`src/hw/rtl/wrm_pkg.sv`:
```
// shared types and constants of the windowed event rate meter
package wrm_pkg;

    localparam int unsigned DATA_W   = 32;
    localparam int unsigned QUO_W    = 32;
    localparam int unsigned ACC_W    = 33;
    localparam int unsigned PADDR_W  = 3;
    localparam int unsigned STEP_W   = 5;

    localparam logic [DATA_W-1:0] CNT_MAX           = 32'hFFFF_FFFF;
    localparam logic [QUO_W-1:0]  RATE_SAT          = 32'hFFFF_FFFF;
    localparam logic [ACC_W-1:0]  ACC_MAX           = 33'h1_FFFF_FFFF;
    localparam logic [DATA_W-1:0] UPDATE_PERIOD_RST = 32'd6554;
    localparam logic [STEP_W-1:0] LAST_STEP         = 5'd31;

    // register index, taken from paddr word bit
    localparam logic REG_UPDATE_PERIOD = 1'b0;

    // item kinds on s_tuser
    localparam logic FUNC_EVENT = 1'b0;
    localparam logic FUNC_CLOSE = 1'b1;

    // one ring entry
    typedef struct packed {
        logic [DATA_W-1:0] dur;
        logic [DATA_W-1:0] cnt;
    } slot_word_t;

    // divider status toward the sequencer
    typedef struct packed {
        logic busy;
        logic done;
        logic zero;
    } div_status_t;

endpackage

```
`src/hw/rtl/windowed_event_rate_meter.sv`:
```
// event rate meter over a ring of slots: an item passes the read, modify and finish states, then the output hand-off
// a close item that reaches the update period also sums all slots and divides the sums to recompute the rate;
// the division is skipped when the quotient saturates
// (slot summing reads the ring memory once per cycle, the divider makes one bit per cycle)
// one item at a time: s_tready is high only while the sequencer is idle
// rst_n is asynchronous, active low; slot valid bits clear at once, no clearing pass
module windowed_event_rate_meter #(
    parameter int unsigned SLOTS = 16
) (
    input  logic        clk,
    input  logic        rst_n,
    // stream input
    input  logic        s_tvalid,
    output logic        s_tready,
    input  logic [31:0] s_tdata,   // [31:0] slot_duration
    input  logic [0:0]  s_tuser,   // [0] func
    // stream output
    output logic        m_tvalid,
    input  logic        m_tready,
    output logic [63:0] m_tdata,   // [31:0] rate, [63:32] total_events
    output logic [1:0]  m_tuser,   // [0] rate_updated, [1] zero_window
    // configuration port
    input  logic                        psel,
    input  logic                        penable,
    input  logic                        pwrite,
    input  logic [wrm_pkg::PADDR_W-1:0] paddr,
    input  logic [31:0]                 pwdata,
    output logic [31:0]                 prdata,
    output logic                        pready
);

    localparam int unsigned PTR_W = $clog2(SLOTS);
    localparam int unsigned SUM_W = wrm_pkg::DATA_W + $clog2(SLOTS);
    localparam logic [PTR_W-1:0] LAST_SLOT = PTR_W'(SLOTS - 1);

    typedef enum logic [2:0] {
        ST_IDLE,
        ST_RD,
        ST_MOD,
        ST_SUM,
        ST_SUM_END,
        ST_DIV_START,
        ST_DIV_WAIT,
        ST_FINISH
    } state_t;

    state_t                       state_reg;
    logic                         func_reg;
    logic [wrm_pkg::DATA_W-1:0]   dur_reg;
    logic [PTR_W-1:0]             ptr_reg;
    logic [PTR_W-1:0]             idx_reg;
    logic                         sum_pipe_reg;
    logic [SUM_W-1:0]             sc_reg;
    logic [SUM_W-1:0]             sd_reg;
    logic [wrm_pkg::ACC_W-1:0]    acc_reg;
    logic [wrm_pkg::QUO_W-1:0]    rate_reg;
    logic [wrm_pkg::DATA_W-1:0]   total_reg;
    logic [wrm_pkg::DATA_W-1:0]   period_reg;
    logic                         upd_reg;
    logic                         zero_reg;
    logic                         out_vld_reg;
    logic [63:0]                  out_data_reg;
    logic [1:0]                   out_user_reg;

    wrm_pkg::slot_word_t          rd_data;
    wrm_pkg::slot_word_t          wr_data;
    logic                         rd_en;
    logic [PTR_W-1:0]             rd_addr;
    logic                         wr_en;
    logic                         clr_en;
    logic [PTR_W-1:0]             ptr_next;
    logic                         out_free;

    logic [wrm_pkg::ACC_W:0]      acc_sum;
    logic [wrm_pkg::ACC_W-1:0]    acc_sat;
    logic                         acc_hit;
    logic [wrm_pkg::DATA_W-1:0]   cnt_inc;

    logic                         div_start;
    logic [wrm_pkg::QUO_W-1:0]    div_quo;
    wrm_pkg::div_status_t         div_st;

    // handshake and ring control
    assign s_tready = (state_reg == ST_IDLE);
    assign out_free = !out_vld_reg || m_tready;
    assign ptr_next = (ptr_reg == LAST_SLOT) ? '0 : ptr_reg + 1'b1;
    assign rd_en    = (state_reg == ST_RD) || (state_reg == ST_SUM);
    assign rd_addr  = (state_reg == ST_SUM) ? idx_reg : ptr_reg;
    assign wr_en    = (state_reg == ST_MOD);
    assign clr_en   = (state_reg == ST_FINISH) && out_free && (func_reg == wrm_pkg::FUNC_CLOSE);
    assign div_start = (state_reg == ST_DIV_START);

    // saturating slot count and period accumulator
    assign cnt_inc = (rd_data.cnt == wrm_pkg::CNT_MAX) ? rd_data.cnt : rd_data.cnt + 1'b1;
    assign acc_sum = {1'b0, acc_reg} + {2'b00, dur_reg};
    assign acc_sat = acc_sum[wrm_pkg::ACC_W] ? wrm_pkg::ACC_MAX : acc_sum[wrm_pkg::ACC_W-1:0];
    assign acc_hit = acc_sat >= {1'b0, period_reg};

    // write-back word of the current slot
    always_comb
    begin
        if (func_reg == wrm_pkg::FUNC_EVENT)
        begin
            wr_data.dur = rd_data.dur;
            wr_data.cnt = cnt_inc;
        end
        else
        begin
            wr_data.dur = dur_reg;
            wr_data.cnt = rd_data.cnt;
        end
    end

    wrm_slot_mem #(
        .SLOTS (SLOTS),
        .PTR_W (PTR_W)
    ) u_mem (
        .clk      (clk),
        .rst_n    (rst_n),
        .rd_en    (rd_en),
        .rd_addr  (rd_addr),
        .rd_data  (rd_data),
        .wr_en    (wr_en),
        .wr_addr  (ptr_reg),
        .wr_data  (wr_data),
        .clr_en   (clr_en),
        .clr_addr (ptr_next)
    );

    wrm_divider #(
        .SUM_W (SUM_W)
    ) u_div (
        .clk    (clk),
        .rst_n  (rst_n),
        .start  (div_start),
        .cnt    (sc_reg),
        .dur    (sd_reg),
        .quo    (div_quo),
        .status (div_st)
    );

    // configuration register
    assign pready = 1'b1;
    assign prdata = (paddr[2] == wrm_pkg::REG_UPDATE_PERIOD) ? period_reg : '0;

    always_ff @(posedge clk or negedge rst_n)
    begin
        if (!rst_n)
        begin
            period_reg <= wrm_pkg::UPDATE_PERIOD_RST;
        end
        else if (psel && penable && pwrite && pready
                 && paddr[2] == wrm_pkg::REG_UPDATE_PERIOD)
        begin
            period_reg <= pwdata;
        end
    end

    // slot summing, one memory read per cycle
    always_ff @(posedge clk or negedge rst_n)
    begin
        if (!rst_n)
        begin
            sum_pipe_reg <= 1'b0;
        end
        else
        begin
            sum_pipe_reg <= (state_reg == ST_SUM);
        end
    end

    always_ff @(posedge clk)
    begin
        if (state_reg == ST_MOD)
        begin
            sc_reg <= '0;
            sd_reg <= '0;
        end
        else if (sum_pipe_reg)
        begin
            sc_reg <= sc_reg + SUM_W'(rd_data.cnt);
            sd_reg <= sd_reg + SUM_W'(rd_data.dur);
        end
    end

    // sequencer and output register
    always_ff @(posedge clk or negedge rst_n)
    begin
        if (!rst_n)
        begin
            state_reg   <= ST_IDLE;
            func_reg    <= wrm_pkg::FUNC_EVENT;
            ptr_reg     <= '0;
            idx_reg     <= '0;
            acc_reg     <= '0;
            rate_reg    <= '0;
            total_reg   <= '0;
            upd_reg     <= 1'b0;
            zero_reg    <= 1'b0;
            out_vld_reg <= 1'b0;
        end
        else
        begin
            if (out_vld_reg && m_tready && state_reg != ST_FINISH)
            begin
                out_vld_reg <= 1'b0;
            end
            unique case (state_reg)
                ST_IDLE:
                begin
                    if (s_tvalid)
                    begin
                        func_reg  <= s_tuser[0];
                        dur_reg   <= s_tdata;
                        upd_reg   <= 1'b0;
                        zero_reg  <= 1'b0;
                        state_reg <= ST_RD;
                    end
                end
                ST_RD:
                begin
                    state_reg <= ST_MOD;
                end
                ST_MOD:
                begin
                    if (func_reg == wrm_pkg::FUNC_EVENT)
                    begin
                        if (total_reg != wrm_pkg::CNT_MAX)
                        begin
                            total_reg <= total_reg + 1'b1;
                        end
                        state_reg <= ST_FINISH;
                    end
                    else if (acc_hit)
                    begin
                        acc_reg   <= acc_sat - {1'b0, period_reg};
                        upd_reg   <= 1'b1;
                        idx_reg   <= '0;
                        state_reg <= ST_SUM;
                    end
                    else
                    begin
                        acc_reg   <= acc_sat;
                        state_reg <= ST_FINISH;
                    end
                end
                ST_SUM:
                begin
                    if (idx_reg == LAST_SLOT)
                    begin
                        state_reg <= ST_SUM_END;
                    end
                    else
                    begin
                        idx_reg <= idx_reg + 1'b1;
                    end
                end
                ST_SUM_END:
                begin
                    state_reg <= ST_DIV_START;
                end
                ST_DIV_START:
                begin
                    state_reg <= ST_DIV_WAIT;
                end
                ST_DIV_WAIT:
                begin
                    if (div_st.done)
                    begin
                        rate_reg  <= div_quo;
                        zero_reg  <= div_st.zero;
                        state_reg <= ST_FINISH;
                    end
                end
                ST_FINISH:
                begin
                    if (out_free)
                    begin
                        out_vld_reg  <= 1'b1;
                        out_data_reg <= {total_reg, rate_reg};
                        out_user_reg <= {zero_reg, upd_reg};
                        if (func_reg == wrm_pkg::FUNC_CLOSE)
                        begin
                            ptr_reg <= ptr_next;
                        end
                        state_reg <= ST_IDLE;
                    end
                end
                default:
                begin
                    state_reg <= ST_IDLE;
                end
            endcase
        end
    end

    assign m_tvalid = out_vld_reg;
    assign m_tdata  = out_data_reg;
    assign m_tuser  = out_user_reg;

    // checks
    a_div_done_in_wait: assert property (@(posedge clk) disable iff (!rst_n)
        div_st.done |-> state_reg == ST_DIV_WAIT)
        else $error("divider finished outside its wait state");

    a_one_item_at_a_time: assert property (@(posedge clk) disable iff (!rst_n)
        s_tvalid && s_tready |=> !s_tready)
        else $error("item accepted while the previous one is in work");

    a_zero_only_on_update: assert property (@(posedge clk) disable iff (!rst_n)
        m_tvalid |-> !m_tuser[1] || m_tuser[0])
        else $error("zero window flagged without a recompute");

    a_div_idle_on_start: assert property (@(posedge clk) disable iff (!rst_n)
        div_start |-> !div_st.busy)
        else $error("divider started while busy");

endmodule

```
`src/hw/rtl/wrm_slot_mem.sv`:
```
// ring memory of slot counts and durations with per-entry valid bits
module wrm_slot_mem #(
    parameter int unsigned SLOTS = 16,
    parameter int unsigned PTR_W = 4
) (
    input  logic                clk,
    input  logic                rst_n,
    input  logic                rd_en,
    input  logic [PTR_W-1:0]    rd_addr,
    output wrm_pkg::slot_word_t rd_data,
    input  logic                wr_en,
    input  logic [PTR_W-1:0]    wr_addr,
    input  wrm_pkg::slot_word_t wr_data,
    input  logic                clr_en,
    input  logic [PTR_W-1:0]    clr_addr
);

    wrm_pkg::slot_word_t mem [SLOTS];
    logic [SLOTS-1:0]    vld_reg;
    wrm_pkg::slot_word_t rd_word_reg;
    logic                rd_vld_reg;

    // storage write and registered read
    always_ff @(posedge clk)
    begin
        if (wr_en)
        begin
            mem[wr_addr] <= wr_data;
        end
        if (rd_en)
        begin
            rd_word_reg <= mem[rd_addr];
        end
    end

    // valid bits: set on write, dropped when a slot is opened again
    always_ff @(posedge clk or negedge rst_n)
    begin
        if (!rst_n)
        begin
            vld_reg    <= '0;
            rd_vld_reg <= 1'b0;
        end
        else
        begin
            if (wr_en)
            begin
                vld_reg[wr_addr] <= 1'b1;
            end
            if (clr_en)
            begin
                vld_reg[clr_addr] <= 1'b0;
            end
            if (rd_en)
            begin
                rd_vld_reg <= vld_reg[rd_addr];
            end
        end
    end

    // entries never written since clearing read as zero
    assign rd_data = rd_vld_reg ? rd_word_reg : '0;

endmodule

```
`src/hw/rtl/wrm_divider.sv`:
```
// restoring divider, one quotient bit per cycle, saturating
module wrm_divider #(
    parameter int unsigned SUM_W = 36
) (
    input  logic                          clk,
    input  logic                          rst_n,
    input  logic                          start,
    input  logic [SUM_W-1:0]              cnt,
    input  logic [SUM_W-1:0]              dur,
    output logic [wrm_pkg::QUO_W-1:0]     quo,
    output wrm_pkg::div_status_t          status
);

    typedef enum logic [1:0] {
        DV_IDLE,
        DV_RUN,
        DV_DONE
    } dv_state_t;

    dv_state_t                     state_reg;
    logic [SUM_W-1:0]              rem_reg;
    logic [SUM_W-1:0]              dur_reg;
    logic [wrm_pkg::QUO_W-1:0]     quo_reg;
    logic [wrm_pkg::STEP_W-1:0]    step_reg;
    logic                          zero_reg;

    logic [SUM_W:0] shifted;
    logic [SUM_W:0] diff;
    logic           fits;

    // one trial subtraction
    assign shifted = {rem_reg, 1'b0};
    assign diff    = shifted - {1'b0, dur_reg};
    assign fits    = shifted >= {1'b0, dur_reg};

    always_ff @(posedge clk or negedge rst_n)
    begin
        if (!rst_n)
        begin
            state_reg <= DV_IDLE;
            step_reg  <= '0;
            zero_reg  <= 1'b0;
        end
        else
        begin
            unique case (state_reg)
                DV_IDLE:
                begin
                    if (start)
                    begin
                        dur_reg  <= dur;
                        rem_reg  <= cnt;
                        step_reg <= '0;
                        zero_reg <= (dur == '0);
                        if (dur == '0 || cnt >= dur)
                        begin
                            quo_reg   <= wrm_pkg::RATE_SAT;
                            state_reg <= DV_DONE;
                        end
                        else
                        begin
                            quo_reg   <= '0;
                            state_reg <= DV_RUN;
                        end
                    end
                end
                DV_RUN:
                begin
                    quo_reg <= {quo_reg[wrm_pkg::QUO_W-2:0], fits};
                    if (fits)
                    begin
                        rem_reg <= diff[SUM_W-1:0];
                    end
                    else
                    begin
                        rem_reg <= shifted[SUM_W-1:0];
                    end
                    if (step_reg == wrm_pkg::LAST_STEP)
                    begin
                        state_reg <= DV_DONE;
                    end
                    step_reg <= step_reg + 1'b1;
                end
                DV_DONE:
                begin
                    state_reg <= DV_IDLE;
                end
                default:
                begin
                    state_reg <= DV_IDLE;
                end
            endcase
        end
    end

    assign quo         = quo_reg;
    assign status.busy = (state_reg != DV_IDLE);
    assign status.done = (state_reg == DV_DONE);
    assign status.zero = zero_reg;

endmodule
```
`config.mk`:
```
export PLATFORM = sky130hd
export DESIGN_NAME = windowed_event_rate_meter
export DESIGN_NICKNAME = d
export VERILOG_FILES = /design/src/hw/rtl/wrm_pkg.sv /design/src/hw/rtl/windowed_event_rate_meter.sv /design/src/hw/rtl/wrm_slot_mem.sv /design/src/hw/rtl/wrm_divider.sv
export SDC_FILE = /design/constraint.sdc
export NUM_CORES = 2
export LEC_CHECK = 0
export BUFFER_PORTS_ARGS = -buffer_cell sky130_fd_sc_hd__buf_2
export CORE_MARGIN = 2
export CORE_UTILIZATION = 40
export DETAILED_ROUTE_END_ITERATION = 12
export PLACE_DENSITY = 0.56
export RECOVER_POWER = 25
export SYNTH_ARGS = -nofsm -noshare
export SYNTH_HDL_FRONTEND = slang
export SYNTH_SLANG_ARGS = --single-unit
export TNS_END_PERCENT = 100
```
`constraint.sdc`:
```
create_clock -name clk -period 6.3 [get_ports clk]
set_input_delay 1.89 -clock clk [delete_from_list [all_inputs] [get_ports clk]]
set_output_delay 1.89 -clock clk [all_outputs]
set_load 0.1 [all_outputs]
```
==> impl_metrics.csv <==
group,metric,value,unit
sta,fin_crit,5.84,ns
global_routing,grt_start_max_net_pins,131,
detailed_routing,final_antenna_net_count,0,
final_layout,finalNonFillerCells,7384,
clock_network,post_cts_buffers,0,
clock_network,cts_hold_repair.buffers,0,
critical_path,crit_path_max_fanout,9,
sta,rsz0062_at_grt,"no",
sta,whs,0.429,ns
floorplanning,die_w,420,um
yosys,syn_avg_cell_area,14.7,um2
final_layout,largest_register_ffs,1024,
global_routing,grt_pass1_vias,40300,
placed_design,place_congestion,0.868,
clock_network,path_clk_slew,0.06,ns
outcome,status,"finished, violations left",
detailed_routing,via_per_inst,5.54,
clock_network,post_cts_resized,0,
final_layout,fin_area,0.0783,mm2
pwr,leakagePower,28.4,nW
sta,tns,0,ns
placed_design,placed_cells,7084,
detailed_routing,drt_pass1_iterations,5,
critical_path,critical_path.startpoint,"dur_reg[5]",
sta,hold_viol_final,0,
sta,setup_viol,0,
clock_network,cts_root_buf,"clkbuf_16",
detailed_routing,wl,175,mm
global_routing,antenna_found_initial,6,
sta,worst_pin_slew,3.77,ns
yosys,synth_area,0.0692,mm2
sta,maxSlewHeadroom,-151,%
critical_path,crit_chain,"ha_1, o21ai_1, a2111o_1, o22ai_1, a211oi_2, nor3_1, o31ai_4, buf_4, o21ai_0, ha_1, a211oi_1, o211ai_1, nand4_1, nand4b_1, a211oi_2, o21bai_1, o41ai_2, o21ai_1, or4b_1, nand3_1",
floorplanning,initial_core_util,40.3,%
clock_network,htree_levels,4,
yosys,synth_area_leaders,"edfxtp_1 56%, mux4_2 8.5%, dfrtp_1 5.9%",
yosys,ys_ff_latch,1532,
final_layout,num_antenna_cells,0,
global_routing,grt-ovfl-total,0,
global_routing,grt_pass1_wl,262,mm
clock_network,ctsLongestPathBuffers,3,
hold_path,hold_start,"rate_reg[25]",
sta,max_freq,171,MHz
floorplanning,rows,152,
critical_path,crit_slowest_cell,"or4b_1",
sta,finClkSkew,0.0522,ns
yosys,synth_top_area_cell,"edfxtp_1",
floorplanning,die_h,420,um
hold_path,min_path_type,"reg2reg",
detailed_routing,vias,40900,
floorplanning,coreArea,0.172,mm2
critical_path,cp.arrival,6.60,ns
sta,period_share,92.8,%
sta,drv_slew,287,
yosys,synth_flop_cell,"edfxtp_1",
final_layout,final_cell_mix,"1290 x edfxtp_1, 375 x nand2_1, 260 x mux4_2, 238 x nor2_1, 212 x ha_1",
yosys,synthSimpleGateAreaFrac,7.77,%
critical_path,cp_slowest_stage_delay,0.51,ns
yosys,yosys.area_share.xor_xnor,2.46,%
yosys,syn-num-nets,5009,
detailed_routing,wire_per_inst,23.8,um
clock_network,clkLatencyLatePin,0.81,ns
yosys,synth_compound_area_share,8.05,%
critical_path,crit_path_end_kind,"flip-flop",
critical_path,critical_path_class,"reg2reg",
final_layout,drive_above_1_share,17.1,%
global_routing,grt_usage,19.9,%
pwr,p_per_area,516,mW/mm2
yosys,yosysTopAreaCellShare,56.0,%
run,maxCapViolations,5,
yosys,synthMuxAreaShare,11.2,%
critical_path,startpoint_type,"flip-flop",
critical_path,cp.required,7.05,ns
yosys,synth-edff-count,1290,
yosys,ys_warn_count,0,
detailed_routing,drc,0,
floorplanning,dieArea,0.176,mm2
final_layout,area_delta_synth_final,13.2,%
clock_network,cts_buffers,163,
clock_network,clock_sinks,1532,
detailed_routing,drt-initial-drc-count,3982,
pwr,max-vdd-ir-drop,486,uV
critical_path,reg2reg_from,"dur_reg[5]",
yosys,synthCells,4717,
yosys,synthAdderAreaFrac,3.98,%
final_layout,final_common_cell,"edfxtp_1",
final_layout,nets,5231,
clock_network,cts_tree,"done",
yosys,ys_seq_area_share,64.2,%
floorplanning,io_pins,176,
yosys,ys_types,103,
placed_design,port_buffers,172,
yosys,async_flop_share,11.1,%
outcome,violations,"capacitance limit, slew limit",
pwr,p_total,40.4,mW
placed_design,place_hpwl,106,mm
placed_design,placed_cell_area,0.0731,mm2
yosys,synth_top_family_by_area,"multiplexers",
==> power by group <==
part           switching (mW)  total (mW)  internal, mW
sequential              0.978        14.5          13.5
combinational            9.94        16.4          6.48
clock                    4.08        9.54          5.46
total                    15.0        40.4          25.4
==> metal layers <==
| layer | vias to the layer above | track usage [%] | part of all wire [%] |
|---|---|---|---|
| met2 | 1157 | 30.7 | 45 |
| met4 | 2 | 5.54 | 2.4 |
| met5 | - | 0 | 0.011 |
| met3 | 216 | 2.88 | 6.0 |
| met1 | 21000 | 29.3 | 46 |
| li1 | 18600 | - | - |
==> cell usage after synthesis, drive strengths merged (7+ instances only) <==
library cell	n
edfxtp	1290
nand2	377
mux4	260
nor2	255
ha	212
a21oi	200
inv	172
o21ai	171
dfrtp	163
and2	146
xnor2	128
clkbuf	116
mux2	101
a211oi	95
a31oi	93
a21o	92
buf	82
mux2i	73
dfxtp	72
nand3	69
xor2	66
nor3	58
o21a	57
and3	43
nand4	42
nand2b	23
nor4	21
nor2b	19
o21bai	19
o22a	16
o22ai	14
o211ai	13
or3	13
or2	10
a221oi	9
and4	9
a21boi	8
o31ai	8
dfstp	7
==> cell families (layout without fill, tap and decap cells) <==
family / after synthesis / in the layout
AO/OA/AOI/OAI: 858 / 858
XOR/XNOR: 194 / 194
adder cells (fa/ha/maj): 217 / 217
buffers and inverters: 371 / 728
flip-flops: 1532 / 1532
multiplexers: 434 / 434
other: 1 / 1
AND/OR/NAND/NOR: 1110 / 1110
==> per-stage QoR <==
stage	worst slack, ns	util, %
floorplan	0.293	-
global placement	0.474	42.5
detailed placement	0.458	42.5
CTS	0.464	45.7
global route	0.0483	45.6
finish	0.456	45.6
==> area by class of cell <==
class                   count  area [um2]
multi-input cells        2814       23400
well taps                2310        2890
clock inverters           104        1100
fillers                 15000       93400
clock buffers             196        4250
inverters                 172         646
flip-flops and latches   1532       44400
repair buffers            256        1630
==> worst max-delay path: cells and delay by family (launching register included) <==
kind / cells / cell delay, ns
AOI/OAI and AO/OA: 12 / 2.88
and+or+nand+nor: 5 / 1.44
adders and majority gates: 2 / 0.78
buffers and inverters: 1 / 0.20
DFF: 1 / 0.49
==> path summary, 6_finish.rpt <==
path | endpoint | slack [ns] | cells past startpoint
max reg2reg | acc_reg[32] | 0.46 | 20
min | m_tdata[25] | 0.43 | 0
max in group asynchronous | u_mem.rd_vld_reg | 1.83 | 2
max | acc_reg[32] | 0.46 | 20
min reg2reg | m_tdata[25] | 0.43 | 0
min in group asynchronous | period_reg[13] | 1.09 | 1
Note: power is estimated with default switching activity, not from simulation.
